## config.mk

```make
export PLATFORM = sky130hd
export DESIGN_NAME = spi_drive_command_receiver
export DESIGN_NICKNAME = d
export VERILOG_FILES = /design/src/sdcr_pkg.sv /design/src/sdcr_front.sv /design/src/sdcr_back.sv /design/src/spi_drive_command_receiver.sv
export VERILOG_INCLUDE_DIRS = /design/src /design/src/src
export SDC_FILE = /design/constraint.sdc
export NUM_CORES = 1
export LEC_CHECK = 0
export ABC_CLOCK_PERIOD_IN_PS = 11900
export BUFFER_PORTS_ARGS = -buffer_cell sky130_fd_sc_hd__buf_2
export CAP_MARGIN = 0
export CORE_MARGIN = 2
export CORE_UTILIZATION = 30
export DETAILED_ROUTE_END_ITERATION = 16
export PLACE_DENSITY_LB_ADDON = 0.12
export SLEW_MARGIN = 20
export SYNTH_ARGS = -nofsm -noshare
export SYNTH_HDL_FRONTEND = slang
export SYNTH_SLANG_ARGS = --single-unit
```

## constraint.sdc

```tcl
create_clock -name clk -period 11.9 [get_ports clk]
set_input_delay 3.57 -clock clk [delete_from_list [all_inputs] [get_ports clk]]
set_output_delay 3.57 -clock clk [all_outputs]
set_load 0.01 [all_outputs]
```

## src/spi_drive_command_receiver_macros.svh

```systemverilog
// Assertion macros for the SPI drive command receiver.
// Included by the top level; no other dependencies.
`ifndef SPI_DRIVE_COMMAND_RECEIVER_MACROS_SVH
`define SPI_DRIVE_COMMAND_RECEIVER_MACROS_SVH

// Same-cycle implication, checked on every rising edge out of reset.
`define SDCR_ASSERT_IMPLIES(label, clk, rst_n, a, b) \
	label: assert property (@(posedge clk) disable iff (!(rst_n)) (a) |-> (b)) \
		else $error("sdcr assertion failed");

// Next-cycle implication.
`define SDCR_ASSERT_NEXT(label, clk, rst_n, a, b) \
	label: assert property (@(posedge clk) disable iff (!(rst_n)) (a) |=> (b)) \
		else $error("sdcr assertion failed");

`endif

```

## src/sdcr_pkg.sv

```systemverilog
// Shared types and constants for the SPI drive command receiver.
// No dependencies; used by every module of the block.
`timescale 1ns / 1ps

package sdcr_pkg;

	// input kinds as they arrive on tuser
	localparam logic [1:0] CMD_BYTE = 2'd0;
	localparam logic [1:0] CMD_TICK = 2'd1;
	localparam logic [1:0] CMD_STOP = 2'd2;

	typedef enum logic [1:0] {
		OP_BYTE = 2'd0,
		OP_TICK = 2'd1,
		OP_STOP = 2'd2,
		OP_NONE = 2'd3
	} op_t;

	typedef struct packed {
		op_t        op;
		logic [7:0] rx;
	} item_t;

	// packed so that tx_byte sits in the low bits
	typedef struct packed {
		logic        halted;
		logic        frame_ok;
		logic [15:0] steer_compare;
		logic [15:0] speed_compare;
		logic [7:0]  tx_byte;
	} result_t;

	localparam int CFG_INDEX_W = 3;
	localparam int CFG_DATA_W  = 17;

	typedef struct packed {
		logic                   valid;
		logic [CFG_INDEX_W-1:0] index;
		logic [CFG_DATA_W-1:0]  data;
	} cfg_wr_t;

	localparam logic [CFG_INDEX_W-1:0] REG_SPEED_NEUTRAL = 3'd0;
	localparam logic [CFG_INDEX_W-1:0] REG_SPEED_RATE    = 3'd1;
	localparam logic [CFG_INDEX_W-1:0] REG_STEER_NEUTRAL = 3'd2;
	localparam logic [CFG_INDEX_W-1:0] REG_STEER_RATE    = 3'd3;
	localparam logic [CFG_INDEX_W-1:0] REG_SPEED_LIMIT   = 3'd4;
	localparam logic [CFG_INDEX_W-1:0] REG_SPEED_OFFSET  = 3'd5;
	localparam logic [CFG_INDEX_W-1:0] REG_TIMEOUT_TICKS = 3'd6;

	localparam logic [15:0] RST_SPEED_NEUTRAL = 16'd18510;
	localparam logic [7:0]  RST_SPEED_RATE    = 8'd2;
	localparam logic [15:0] RST_STEER_NEUTRAL = 16'd18570;
	localparam logic [7:0]  RST_STEER_RATE    = 8'd4;
	localparam logic [6:0]  RST_SPEED_LIMIT   = 7'd30;
	localparam logic [4:0]  RST_SPEED_OFFSET  = 5'd20;
	localparam logic [16:0] RST_TIMEOUT_TICKS = 17'd65536;
	localparam logic [7:0]  RST_ANGLE_BYTE    = 8'h11;

	localparam logic [7:0] BYTE_START  = 8'hAA;
	localparam logic [7:0] BYTE_FINISH = 8'h66;
	localparam logic [7:0] TX_WAITING  = 8'hEE;
	localparam logic [7:0] TX_NONE     = 8'h00;

	// speed shaping knees, 10-bit signed working width
	localparam logic signed [9:0] SPEED_KNEE_POS = 10'sd108;
	localparam logic signed [9:0] SPEED_KNEE_NEG = -10'sd109;
	localparam logic signed [9:0] SPEED_MAX      = 10'sd127;
	localparam logic signed [9:0] SPEED_MIN      = -10'sd128;

endpackage

```

## src/sdcr_front.sv

```systemverilog
// Front end: accepts input beats, decodes the command kind and queues them.
// Depends on sdcr_pkg.
`timescale 1ns / 1ps

module sdcr_front #(
	parameter int DEPTH = 2
) (
	input  logic           clk,
	input  logic           arst_n,
	input  logic           s_tvalid,
	output logic           s_tready,
	input  logic [7:0]     s_tdata,
	input  logic [1:0]     s_tuser,
	output logic           q_valid,
	output sdcr_pkg::item_t q_item,
	input  logic           q_pop
);

	localparam int PW = (DEPTH > 1) ? $clog2(DEPTH) : 1;
	localparam int CW = $clog2(DEPTH + 1);

	sdcr_pkg::item_t      entry_q [DEPTH];
	sdcr_pkg::item_t      dec;
	logic [PW-1:0]        wr_ptr_q, rd_ptr_q;
	logic [CW-1:0]        count_q;
	logic                 push;

	always_comb begin
		dec.rx = s_tdata;
		case (s_tuser)
			sdcr_pkg::CMD_BYTE: dec.op = sdcr_pkg::OP_BYTE;
			sdcr_pkg::CMD_TICK: dec.op = sdcr_pkg::OP_TICK;
			sdcr_pkg::CMD_STOP: dec.op = sdcr_pkg::OP_STOP;
			default:            dec.op = sdcr_pkg::OP_NONE;
		endcase
	end

	assign s_tready = (count_q < CW'(DEPTH));
	assign push     = s_tvalid && s_tready;
	assign q_valid  = (count_q != '0);
	assign q_item   = entry_q[rd_ptr_q];

	always_ff @(posedge clk) begin
		if (push) begin
			entry_q[wr_ptr_q] <= dec;
		end
	end

	always_ff @(posedge clk or negedge arst_n) begin
		if (!arst_n) begin
			wr_ptr_q <= '0;
			rd_ptr_q <= '0;
			count_q  <= '0;
		end else begin
			if (push) begin
				wr_ptr_q <= (wr_ptr_q == PW'(DEPTH - 1)) ? '0 : wr_ptr_q + PW'(1);
			end
			if (q_pop) begin
				rd_ptr_q <= (rd_ptr_q == PW'(DEPTH - 1)) ? '0 : rd_ptr_q + PW'(1);
			end
			case ({push, q_pop})
				2'b10:   count_q <= count_q + CW'(1);
				2'b01:   count_q <= count_q - CW'(1);
				default: count_q <= count_q;
			endcase
		end
	end

endmodule

```

## src/sdcr_back.sv

```systemverilog
// Back end: configuration registers, frame sequencer, compare math, output register.
// Depends on sdcr_pkg.
`timescale 1ns / 1ps

module sdcr_back (
	input  logic              clk,
	input  logic              arst_n,
	input  sdcr_pkg::cfg_wr_t cfg,
	input  logic              q_valid,
	input  sdcr_pkg::item_t   q_item,
	output logic              q_pop,
	output logic              out_valid,
	output sdcr_pkg::result_t out_res,
	input  logic              out_ready
);

	typedef enum logic [2:0] {
		PH_WAIT,
		PH_SPEED,
		PH_ANGLE,
		PH_ECHO,
		PH_FINISH
	} phase_t;

	// configuration
	logic [15:0] speed_neutral_q, steer_neutral_q;
	logic [7:0]  speed_rate_q, steer_rate_q;
	logic [6:0]  speed_limit_q;
	logic [4:0]  speed_offset_q;
	logic [16:0] timeout_ticks_q;

	// sequencer state
	phase_t      phase_q, phase_d;
	logic [7:0]  speed_byte_q, speed_byte_d, angle_byte_q, angle_byte_d;
	logic [16:0] tick_q, tick_d, tick_inc, tick_lim;
	logic        stopped_q, stopped_d, ok_d;
	logic [15:0] speed_val_q, speed_val_d, steer_val_q, steer_val_d;
	logic [7:0]  tx_d;
	logic        out_valid_q;
	sdcr_pkg::result_t out_q;

	// compare math
	logic signed [9:0]  s_raw, s_lim, s_off, s_cl, s_adj, s_sat;
	logic signed [7:0]  s_fin;
	logic signed [16:0] speed_prod, steer_prod;
	logic [15:0]        speed_new, steer_new;

	always_ff @(posedge clk or negedge arst_n) begin
		if (!arst_n) begin
			speed_neutral_q <= sdcr_pkg::RST_SPEED_NEUTRAL;
			speed_rate_q    <= sdcr_pkg::RST_SPEED_RATE;
			steer_neutral_q <= sdcr_pkg::RST_STEER_NEUTRAL;
			steer_rate_q    <= sdcr_pkg::RST_STEER_RATE;
			speed_limit_q   <= sdcr_pkg::RST_SPEED_LIMIT;
			speed_offset_q  <= sdcr_pkg::RST_SPEED_OFFSET;
			timeout_ticks_q <= sdcr_pkg::RST_TIMEOUT_TICKS;
		end else if (cfg.valid) begin
			case (cfg.index)
				sdcr_pkg::REG_SPEED_NEUTRAL: speed_neutral_q <= cfg.data[15:0];
				sdcr_pkg::REG_SPEED_RATE:    speed_rate_q    <= cfg.data[7:0];
				sdcr_pkg::REG_STEER_NEUTRAL: steer_neutral_q <= cfg.data[15:0];
				sdcr_pkg::REG_STEER_RATE:    steer_rate_q    <= cfg.data[7:0];
				sdcr_pkg::REG_SPEED_LIMIT:   speed_limit_q   <= cfg.data[6:0];
				sdcr_pkg::REG_SPEED_OFFSET:  speed_offset_q  <= cfg.data[4:0];
				sdcr_pkg::REG_TIMEOUT_TICKS: timeout_ticks_q <= cfg.data[16:0];
				default: ;
			endcase
		end
	end

	// clamp, dead-band offset, saturate
	always_comb begin
		s_raw = $signed({{2{speed_byte_q[7]}}, speed_byte_q});
		s_lim = $signed({3'b000, speed_limit_q});
		s_off = $signed({5'b00000, speed_offset_q});
		if (s_raw > s_lim) begin
			s_cl = s_lim;
		end else if (s_raw < -s_lim) begin
			s_cl = -s_lim;
		end else begin
			s_cl = s_raw;
		end
		if (s_cl > 10'sd0) begin
			s_adj = (s_cl < sdcr_pkg::SPEED_KNEE_POS) ? s_cl + s_off : sdcr_pkg::SPEED_MAX;
		end else if (s_cl < 10'sd0) begin
			s_adj = (s_cl > sdcr_pkg::SPEED_KNEE_NEG) ? s_cl - s_off : sdcr_pkg::SPEED_MIN;
		end else begin
			s_adj = s_cl;
		end
		if (s_adj > sdcr_pkg::SPEED_MAX) begin
			s_sat = sdcr_pkg::SPEED_MAX;
		end else if (s_adj < sdcr_pkg::SPEED_MIN) begin
			s_sat = sdcr_pkg::SPEED_MIN;
		end else begin
			s_sat = s_adj;
		end
		s_fin      = s_sat[7:0];
		speed_prod = s_fin * $signed({1'b0, speed_rate_q});
		steer_prod = $signed(angle_byte_q) * $signed({1'b0, steer_rate_q});
		speed_new  = speed_neutral_q - speed_prod[15:0];
		steer_new  = steer_neutral_q - steer_prod[15:0];
	end

	assign tick_inc = tick_q + 17'd1;
	assign tick_lim = (timeout_ticks_q == '0) ? 17'd1 : timeout_ticks_q;

	always_comb begin
		phase_d      = phase_q;
		speed_byte_d = speed_byte_q;
		angle_byte_d = angle_byte_q;
		tick_d       = tick_q;
		stopped_d    = stopped_q;
		speed_val_d  = speed_val_q;
		steer_val_d  = steer_val_q;
		ok_d         = 1'b0;
		if (!stopped_q) begin
			case (q_item.op)
				sdcr_pkg::OP_BYTE: begin
					case (phase_q)
						PH_SPEED: begin
							speed_byte_d = q_item.rx;
							phase_d      = PH_ANGLE;
						end
						PH_ANGLE: begin
							angle_byte_d = q_item.rx;
							phase_d      = PH_ECHO;
						end
						PH_ECHO: phase_d = PH_FINISH;
						PH_FINISH: begin
							if (q_item.rx == sdcr_pkg::BYTE_FINISH) begin
								speed_val_d = speed_new;
								steer_val_d = steer_new;
								tick_d      = '0;
								ok_d        = 1'b1;
							end
							phase_d = PH_WAIT;
						end
						default: begin
							phase_d = (q_item.rx == sdcr_pkg::BYTE_START) ? PH_SPEED : PH_WAIT;
						end
					endcase
				end
				sdcr_pkg::OP_TICK: begin
					if (tick_inc >= tick_lim) begin
						tick_d      = '0;
						speed_val_d = speed_neutral_q;
						steer_val_d = steer_neutral_q;
					end else begin
						tick_d = tick_inc;
					end
				end
				sdcr_pkg::OP_STOP: begin
					stopped_d   = 1'b1;
					speed_val_d = speed_neutral_q;
					steer_val_d = steer_neutral_q;
				end
				default: ;
			endcase
		end
		case (phase_d)
			PH_WAIT: tx_d = sdcr_pkg::TX_WAITING;
			PH_ECHO: tx_d = speed_byte_d ^ angle_byte_d;
			default: tx_d = sdcr_pkg::TX_NONE;
		endcase
	end

	assign q_pop = q_valid && (!out_valid_q || out_ready);

	always_ff @(posedge clk or negedge arst_n) begin
		if (!arst_n) begin
			phase_q      <= PH_WAIT;
			speed_byte_q <= '0;
			angle_byte_q <= sdcr_pkg::RST_ANGLE_BYTE;
			tick_q       <= '0;
			stopped_q    <= 1'b0;
			speed_val_q  <= sdcr_pkg::RST_SPEED_NEUTRAL;
			steer_val_q  <= sdcr_pkg::RST_STEER_NEUTRAL;
			out_valid_q  <= 1'b0;
			out_q        <= '0;
		end else if (q_pop) begin
			phase_q              <= phase_d;
			speed_byte_q         <= speed_byte_d;
			angle_byte_q         <= angle_byte_d;
			tick_q               <= tick_d;
			stopped_q            <= stopped_d;
			speed_val_q          <= speed_val_d;
			steer_val_q          <= steer_val_d;
			out_valid_q          <= 1'b1;
			out_q.tx_byte        <= tx_d;
			out_q.speed_compare  <= speed_val_d;
			out_q.steer_compare  <= steer_val_d;
			out_q.frame_ok       <= ok_d;
			out_q.halted         <= stopped_d;
		end else if (out_ready) begin
			out_valid_q <= 1'b0;
		end
	end

	assign out_valid = out_valid_q;
	assign out_res   = out_q;

endmodule

```

## src/spi_drive_command_receiver.sv

```systemverilog
// Top level of the SPI drive command receiver: front queue, back sequencer, ports.
// Depends on sdcr_pkg, sdcr_front, sdcr_back and the assertion macro header.
//
// Usage:
//   s_* carries one beat per SPI event: tuser is the kind (0 byte received,
//   1 timer tick, 2 stop, 3 ignored), tdata the received byte.
//   m_* returns exactly one beat per input beat: the byte to load for the
//   next transfer, both PWM compare values, a good-frame flag and the halt flag.
//   cfg_* writes register cfg_index (0 speed neutral, 1 speed rate, 2 steer
//   neutral, 3 steer rate, 4 speed limit, 5 speed offset, 6 timeout ticks);
//   it is always ready and should be used only while no beat is in flight.
// Timing:
//   m_tvalid rises once an accepted beat has passed the front queue and the
//   output register; it is taken on an edge with m_tready high. Throughput is
//   one beat per cycle while m_tready stays high, set by the back-end sequencer.
// Reset:
//   arst_n clears the queue, empties the output register, loads the register
//   defaults and puts both compares at their neutral defaults.
// Stall:
//   With m_tready low the output register holds its beat; the front queue
//   (QUEUE_DEPTH beats) keeps taking input until full, then drops s_tready.
`timescale 1ns / 1ps
`include "spi_drive_command_receiver_macros.svh"

module spi_drive_command_receiver #(
	parameter int QUEUE_DEPTH = 2
) (
	input  logic        clk,
	input  logic        arst_n,
	// input stream
	input  logic        s_tvalid,
	output logic        s_tready,
	input  logic [7:0]  s_tdata,   // [7:0] rx_byte
	input  logic [1:0]  s_tuser,   // [1:0] cmd
	// result stream
	output logic        m_tvalid,
	input  logic        m_tready,
	output logic [47:0] m_tdata,   // [7:0] tx_byte, [23:8] speed_compare,
	                               // [39:24] steer_compare, [40] frame_ok,
	                               // [41] halted, [47:42] zero
	// register writes
	input  logic        cfg_valid,
	output logic        cfg_ready,
	input  logic [2:0]  cfg_index,
	input  logic [16:0] cfg_data
);

	sdcr_pkg::item_t   q_item;
	logic              q_valid, q_pop;
	sdcr_pkg::cfg_wr_t cfg;
	sdcr_pkg::result_t res;

	// register file never stalls a write
	assign cfg_ready = 1'b1;
	assign cfg.valid = cfg_valid;
	assign cfg.index = cfg_index;
	assign cfg.data  = cfg_data;

	sdcr_front #(
		.DEPTH(QUEUE_DEPTH)
	) u_front (
		.clk      (clk),
		.arst_n   (arst_n),
		.s_tvalid (s_tvalid),
		.s_tready (s_tready),
		.s_tdata  (s_tdata),
		.s_tuser  (s_tuser),
		.q_valid  (q_valid),
		.q_item   (q_item),
		.q_pop    (q_pop)
	);

	sdcr_back u_back (
		.clk       (clk),
		.arst_n    (arst_n),
		.cfg       (cfg),
		.q_valid   (q_valid),
		.q_item    (q_item),
		.q_pop     (q_pop),
		.out_valid (m_tvalid),
		.out_res   (res),
		.out_ready (m_tready)
	);

	assign m_tdata = {6'b000000, res};

	// a completed frame always returns the sequencer to waiting for start
	`SDCR_ASSERT_IMPLIES(a_ok_tx_wait, clk, arst_n, m_tvalid && res.frame_ok,
		res.tx_byte == sdcr_pkg::TX_WAITING)
	// no frame can complete once halted
	`SDCR_ASSERT_IMPLIES(a_ok_not_halted, clk, arst_n, m_tvalid && res.frame_ok,
		!res.halted)
	// halt is sticky across delivered beats
	`SDCR_ASSERT_NEXT(a_halt_sticky, clk, arst_n, m_tvalid && m_tready && res.halted,
		!m_tvalid || res.halted)

endmodule

```

After elaboration in Yosys (flattened, before gate mapping)
Memories as Yosys holds them, arrays and structs flattened.
Cells that the tools add are included.
{"block": "op_classes", "n_eq_ne": 21, "n_bitwise": 2, "muxes": 48, "n_addsub": 10, "reduce_logical": 21, "n_mul": 2, "div": 0, "shifts": 0, "magnitude_cmp": 10}
{"operator": "16-bit two-way mux", "count": 8}
{"operator": "16-bit case mux with 3 select lines", "count": 2}
{"operator": "17-bit two-way mux", "count": 4}
{"operator": "8-bit two-way mux", "count": 8}
{"operator": "10-bit two-way mux", "count": 6}
{"operator": "17-bit case mux with 2 select lines", "count": 1}
{"operator": "8-bit by 9-bit multiplier with 16-bit output", "count": 2}
{"operator": "16-bit subtractor", "count": 2}
{"operator": "10-bit by 8-bit greater-than comparator with 1-bit output (second input constant)", "count": 2}
{"operator": "10-bit by 8-bit less-than comparator with 1-bit output (second input constant)", "count": 2}
{"operator": "17-bit by 1-bit adder with 17-bit output (second input constant)", "count": 1}
{"operator": "17-bit >= comparator", "count": 1}
{"operator": "17-bit zero test", "count": 1}
{"operator": "8-bit case mux with 2 select lines", "count": 1}
{"operator": "3-bit by 2-bit equality test with 1-bit output (second input constant)", "count": 5}
{"operator": "2-bit AND reduction", "count": 7}
{"operator": "1-bit two-way mux", "count": 13}
{"operator": "3-bit equality test (second input constant)", "count": 4}
{"operator": "3-bit case mux with 4 select lines", "count": 1}
{"operator": "10-bit by 6-bit adder with 10-bit output", "count": 1}
{"operator": "10-bit by 1-bit greater-than comparator with 1-bit output (second input constant)", "count": 1}
{"operator": "10-bit by 1-bit less-than comparator with 1-bit output (second input constant)", "count": 1}
{"operator": "8-bit by 10-bit less-than comparator with 1-bit output", "count": 1}
{"operator": "7-bit negation with 10-bit output", "count": 1}
{"operator": "other kinds (24)", "count": 38}
{"block": "word_totals", "n_memories": 1, "input_bits": 35, "wordCells": 137, "reg_bits": 192, "ram_bits": 20, "mem_bits_ro": 0, "output_inout_bits": 51, "latchBits": 0}
{"memory": "u_front.entry_q", "words": 2, "width": 10, "read_ports": 1, "rd_ports_with_merged_regs": 0, "wr": 1, "line": "sdcr_front.sv:22", "source": "sdcr_pkg::item_t entry_q [DEPTH];"}

Logic depth before layout (Yosys ltp)
{"block": "logic_depth", "depth_word": 17, "mapped_depth": 50, "depth_no_buf": 49}

Modules after synthesis
Synthesis repeated with hierarchy kept, for this count alone.
{"block": "hier_totals", "cells_unflattened": 1791, "hier_area_um2": 16462.0}
{"module": "sdcr_back", "instances": 1, "area_each_um2": 15452.3, "cells_each": 1733, "seq_area_each_um2": 4220.3}
{"module": "sdcr_front", "instances": 1, "area_each_um2": 949.7, "cells_each": 49, "seq_area_each_um2": 700.7}
{"module": "spi_drive_command_receiver", "instances": 1, "area_each_um2": 60.1, "cells_each": 9, "seq_area_each_um2": 0.0}

Least setup slack after synthesis
Ideal clock, no wire load.
{"block": "synth_path", "kind": "reg2reg", "from": "register u_back.speed_limit_q[0]", "to": "register u_back.out_q, in the netlist u_back.out_res[22]", "period_less_slack_ps": 9542, "slack_ps": 2358, "t_arrival_ps": 9477, "t_required_ps": 11835, "path_stages_with_launch": 45, "cell_sequence": "dfrtp_1 -> inv_1 -> ha_1 -> or3b_1 -> nor2_1 -> ha_1 -> a211oi_1 -> mux2i_1 -> a21o_2 -> o21ai_4 -> buf_6 -> mux2i_1 -> o21ai_1 -> ha_1 -> a21oi_1 -> o21bai_1 -> a21o_1 -> a211oi_1 -> (+9 left out) -> fa_1 -> inv_1 -> fa_1 -> inv_1 -> ha_1 -> o21ai_0 -> a21oi_1 -> o21ai_0 -> a21boi_0 -> o21ai_0 -> a21oi_1 -> o21ai_0 -> a21boi_0 -> o31a_1 -> o31ai_1 -> a21oi_1 -> nand3_1 -> o21a_1"}
{"block": "synth_via", "elab_chain_cells": 17}
{"item": "start: declaration", "line": "sdcr_back.sv:28", "source": "logic [6:0] speed_limit_q;"}
{"item": "start signal: assignment", "line": "sdcr_back.sv:54", "source": "speed_limit_q <= sdcr_pkg::RST_SPEED_LIMIT;"}
{"item": "start signal: assignment", "line": "sdcr_back.sv:63", "source": "sdcr_pkg::REG_SPEED_LIMIT: speed_limit_q <= cfg.data[6:0];"}
{"item": "7-bit negation with 10-bit output", "line": "sdcr_back.sv:78, sdcr_back.sv:79"}
{"item": "8-bit by 10-bit less-than comparator with 1-bit output", "line": "sdcr_back.sv:78", "source": "end else if (s_raw < -s_lim) begin"}
{"item": "10-bit two-way mux", "line": "sdcr_back.sv:78"}
{"item": "10-bit two-way mux *", "line": "sdcr_back.sv:76", "source": "if (s_raw > s_lim) begin"}
{"item": "10-bit by 6-bit subtractor with 10-bit output / 10-bit by 8-bit greater-than comparator with 1-bit output (equally long branches)", "line": "sdcr_back.sv:86", "source": "s_adj = (s_cl > sdcr_pkg::SPEED_KNEE_NEG) ? s_cl - s_off : sdcr_pkg::SPEED_MIN;"}
{"item": "10-bit two-way mux", "line": "sdcr_back.sv:86"}
{"item": "10-bit two-way mux", "line": "sdcr_back.sv:85", "source": "end else if (s_cl < 10'sd0) begin"}
{"item": "10-bit two-way mux *", "line": "sdcr_back.sv:83", "source": "if (s_cl > 10'sd0) begin"}
{"item": "10-bit by 8-bit less-than comparator with 1-bit output", "line": "sdcr_back.sv:92", "source": "end else if (s_adj < sdcr_pkg::SPEED_MIN) begin"}
{"item": "8-bit two-way mux", "line": "sdcr_back.sv:92"}
{"item": "8-bit two-way mux *", "line": "sdcr_back.sv:90", "source": "if (s_adj > sdcr_pkg::SPEED_MAX) begin"}
{"item": "8-bit by 9-bit multiplier with 16-bit output *", "line": "sdcr_back.sv:98", "source": "speed_prod = s_fin * $signed({1'b0, speed_rate_q});"}
{"item": "16-bit subtractor *", "line": "sdcr_back.sv:100", "source": "speed_new = speed_neutral_q - speed_prod[15:0];"}
{"item": "16-bit two-way mux *", "line": "sdcr_back.sv:130", "source": "if (q_item.rx == sdcr_pkg::BYTE_FINISH) begin"}
{"item": "16-bit two-way mux *", "line": "sdcr_back.sv:119", "source": "case (phase_q)"}
{"item": "16-bit case mux with 3 select lines *", "line": "sdcr_back.sv:117", "source": "case (q_item.op)"}
{"item": "16-bit two-way mux *", "line": "sdcr_back.sv:116", "source": "if (!stopped_q) begin"}
{"item": "end: declaration", "line": "sdcr_back.sv:40", "source": "sdcr_pkg::result_t out_q;"}
Every way passes the cells marked *; elsewhere a longest branch is shown, timed or not.
A chain may end at the register's enable or synchronous reset.

Worst setup path in the final report
{"block": "layout_path", "from": "register u_back.speed_limit_q[0]", "to": "register u_back.speed_val_q[14]"}
{"block": "layout_via", "elab_chain_cells": 17}
{"item": "7-bit negation with 10-bit output", "line": "sdcr_back.sv:78, sdcr_back.sv:79"}
{"item": "8-bit by 10-bit less-than comparator with 1-bit output", "line": "sdcr_back.sv:78"}
{"item": "10-bit two-way mux", "line": "sdcr_back.sv:78"}
{"item": "10-bit two-way mux *", "line": "sdcr_back.sv:76"}
{"item": "10-bit by 6-bit subtractor with 10-bit output / 10-bit by 8-bit greater-than comparator with 1-bit output (equally long branches)", "line": "sdcr_back.sv:86"}
{"item": "10-bit two-way mux", "line": "sdcr_back.sv:86"}
{"item": "10-bit two-way mux", "line": "sdcr_back.sv:85"}
{"item": "10-bit two-way mux *", "line": "sdcr_back.sv:83"}
{"item": "10-bit by 8-bit less-than comparator with 1-bit output", "line": "sdcr_back.sv:92"}
{"item": "8-bit two-way mux", "line": "sdcr_back.sv:92"}
{"item": "8-bit two-way mux *", "line": "sdcr_back.sv:90"}
{"item": "8-bit by 9-bit multiplier with 16-bit output *", "line": "sdcr_back.sv:98"}
{"item": "16-bit subtractor *", "line": "sdcr_back.sv:100"}
{"item": "16-bit two-way mux *", "line": "sdcr_back.sv:130"}
{"item": "16-bit two-way mux *", "line": "sdcr_back.sv:119"}
{"item": "16-bit case mux with 3 select lines *", "line": "sdcr_back.sv:117"}
{"item": "16-bit two-way mux *", "line": "sdcr_back.sv:116"}
{"item": "end signal: assignment", "line": "sdcr_back.sv:176", "source": "speed_val_q <= sdcr_pkg::RST_SPEED_NEUTRAL;"}
{"item": "end signal: assignment", "line": "sdcr_back.sv:186", "source": "speed_val_q <= speed_val_d;"}
{"item": "end: declaration", "line": "sdcr_back.sv:37", "source": "logic [15:0] speed_val_q, speed_val_d, steer_val_q, steer_val_d;"}
Marks and branches as above.

==> summary.md <==
| Metric | Value |
|---|---|
| Minimum clock period | 10.75 ns |
| Cell Count Post-Placement | 2515 |
| Sequential area share after synthesis | 30.3% |
| Reg clk slew, reported paths | 0.07 ns |
| H-tree levels | 4 |
| Pwr Density | 289 nW/um^2 |
| Max Cap Violations | 0 |
| Final hold violations | 0 |
| Cell family with most CP delay | compound AO/OA/AOI/OAI gates |
| WL met2 | 21.6 mm |
| Total negative slack | 0 ns |
| Synth warn | 0 |
| Area contributors post-synth | dfrtp_1, fa_1, ha_1 |
| # IOs | 86 |
| I/O Buffers | 78 |
| Crit share post-route | 90.3% |
| WP data required | 12.34 ns |
| Routed Antenna Nets | 0 |
| CP max-delay cell | fa_1 |
| Netlist Area Pre-Place | 16200 um^2 |
| Ys flop type | dfrtp_1 |
| Residual DRC count | 0 |
| Post-synth top cells | inv_1, nand2_1, nor2_1 |
| Dpl hpwl | 37.0 mm |
| Fmax | 0.0930 GHz |
| Met1 WL | 24.5 mm |
| Total gr overflow | 0 |
| Clock Latency Late Sink | 0.50 ns |
| FF+latch count, synth | 191 |
| Final setup viols | 0 |
| WL/cell | 19.4 um |
| Post-Syn Instances | 1814 |
| Fin. max-slew vios | 0 |
| Clock Sinks | 191 |
| FP Rows | 85 |
| Crit-path max cell delay | 0.54 ns |
| 1st-iter DRT viols | 833 |
| Fill count | 5566 |
| Vias in the first global route | 12700 |
| Initial antenna violation count | 2 |
| RSZ-0062 raised after global routing | false |
| RePlAce Congestion | 0.849 |
| Area growth syn-to-layout | 9.55% |
| CTS Buffer Depth | 2 |
| Die height | 237 um |
| Layout cell share with drive strength beyond 1 | 13.0% |
| Largest net degree at the start of global routing | 110 |
| Horiz. Die Dim | 237 um |
| Worst vdd ir | 0.372 mV |
| WHS | 0.472 ns |
| Syn_area_per_cell | 8.95 um^2 |
| Root buffer cell | clkbuf_16 |
| CTS tree | built |
| EDFF count, synth | 20 |
| Top cell type's share of synthesized area | 21.3% |
| Count of cell types in the netlist | 88 |
| Drt first pass iters | 5 |
| Worst setup margin | 1.15 ns |
| CP Max Fanout | 15 |
| Leak Pwr | 8.12 nW |
| Via count | 12800 |
| Worst EP arrival | 11.19 ns |
| Crit path buf inv count | 4 |
| CP startpoint kind | register |
| Post-Layout Cell Count | 2547 |
| Highest Signal Layer | met4 |
| Synth async-reset ratio | 89.5% |
| Core box area | 53700 um^2 |
| Pre-CTS WS | 0.958 ns |
| Slew @ Worst Pin | 1.10 ns |
| First-pass GRT wire length | 76.8 mm |
| Fin nets | 2102 |
| Tightest Hold Check Type | register to register |
| Met3 wire len | 1.89 mm |
| Status | finished, final reports clean |
| Final WL | 49.3 mm |
| Die area | 56000 um^2 |
| R2r setup slk | 1.15 ns |
| Dominant cell type by area after synthesis | dfrtp_1 |
| Starting Density | 30.2% |
| Count leader, synth | inv_1 |
| Inserted Clock Buffers | 17 |
| CTS hold repair buffers | 0 |
| Ant. Diodes | 0 |
| Worst rel slew slack | 26.3% |
| Skew final | 0.00955 ns |
| Crit Path Category | register to register |
| CP Capture Type | register |
| Detail-routed via count per cell | 5.01 |
| GRT Resource Usage Total | 18.1% |
sequential cells by signal, summed over array words and instances, names as in the netlist, 6 cells and up:
register	cells
u_back.angle_byte_q	8
u_back.timeout_ticks_q	17
u_back.speed_byte_q	8
u_front.entry_q	20
u_back.speed_limit_q	7
u_back.speed_val_q	6
u_back.tick_q	17
u_back.steer_neutral_q	16
u_back.steer_rate_q	8
u_back.speed_rate_q	8
u_back.out_res	41
u_back.speed_neutral_q	16
final cells by class:
| type | instances | area, um^2 | area share (%) |
|---|---|---|---|
| sequential | 191 | 4920 | 27.7 |
| tap | 696 | 871 | 4.89 |
| multi-input combinational | 1291 | 10000 | 56.3 |
| clock buffer | 18 | 429 | 2.41 |
| inverter | 240 | 901 | 5.06 |
| clock inverter | 14 | 109 | 0.612 |
| timing repair buffer | 97 | 542 | 3.05 |
cell families (layout without fill, tap and decap cells):
| group | Yosys count | after routing | share of synthesized area, % |
|---|---|---|---|
| flops | 191 | 191 | 30.3 |
| compound gates | 414 | 414 | 16.8 |
| fa+ha+maj | 231 | 231 | 22.2 |
| simple gates | 513 | 513 | 14.5 |
| mux | 67 | 67 | 4.48 |
| buf+inv | 337 | 369 | 8.55 |
| xor+xnor | 59 | 59 | 3.18 |
| other cells | 2 | 7 | 0.0462 |
power breakdown:
part           leakage, nW  internal (mW)  switching, mW
clock                0.258          0.271          0.295
combinational         5.60           1.45           2.09
sequential            2.26          0.848          0.195
total                 8.12           2.57           2.58
timing repair:
item	CTS	global route
gates resized for setup	0	2
setup buffers	0	0
hold endpoints to repair	0	0
setup endpoints to repair	0	2
cell usage in the layout, fill, tap and decap left out, drive strengths merged, types with 4 or more instances in the layout:
cell type  count
clkinv         6
o31ai         17
a21oi        107
o22ai          6
o21a          11
dfrtp        138
nand2b        15
fa            96
conb           7
nor2         140
a211oi        12
xnor2         44
inv          245
mux2          46
clkbuf        19
a221oi        19
ha           133
or2            4
or3           13
a21boi        10
nor3          17
a32o          16
mux2i         21
a31oi          8
nand2        198
buf           96
a21o          19
edfxtp        20
and3          13
o41ai          4
xor2          15
nor2b         17
nor4          11
dfstp         33
and2          55
a22oi          5
nand3         17
o211ai         6
o21ai        127
routing by layer:
layer  up-vias  GRT usage (%)
met1      6284           25.7
met3        54           2.68
li1       6155              -
met4         0           6.58
met2       264           27.9
met5         -              0
final timing paths:
kind,startpoint,end,cells after the start
min reg2reg,u_back.out_res[20],u_back.out_res[20],2
max in group asynchronous,arst_n,u_back.out_res[9],2
max reg2reg,u_back.speed_limit_q[0],u_back.speed_val_q[14],44
max,u_back.speed_limit_q[0],u_back.speed_val_q[14],44
min in group asynchronous,arst_n,u_back.timeout_ticks_q[12],1
min,u_back.out_res[20],u_back.out_res[20],2
worst min-delay path, cell delays in order (launching register included):
cell	delay, ns
dfrtp_1	0.34
nand2_1	0.04
o21ai_0	0.06
through the flow:
step / power [mW] / util [%] / area [um^2]
global placement: 4.59 / 32.1 / 17200
global route: 5.73 / 33.1 / 17800
floorplan: 3.71 / - / 16300
detailed placement: 4.60 / 32.1 / 17200
finish: 5.15 / 33.1 / 17800
CTS: 5.21 / 33.1 / 17800
Note: power is estimated with default switching activity, not from simulation.
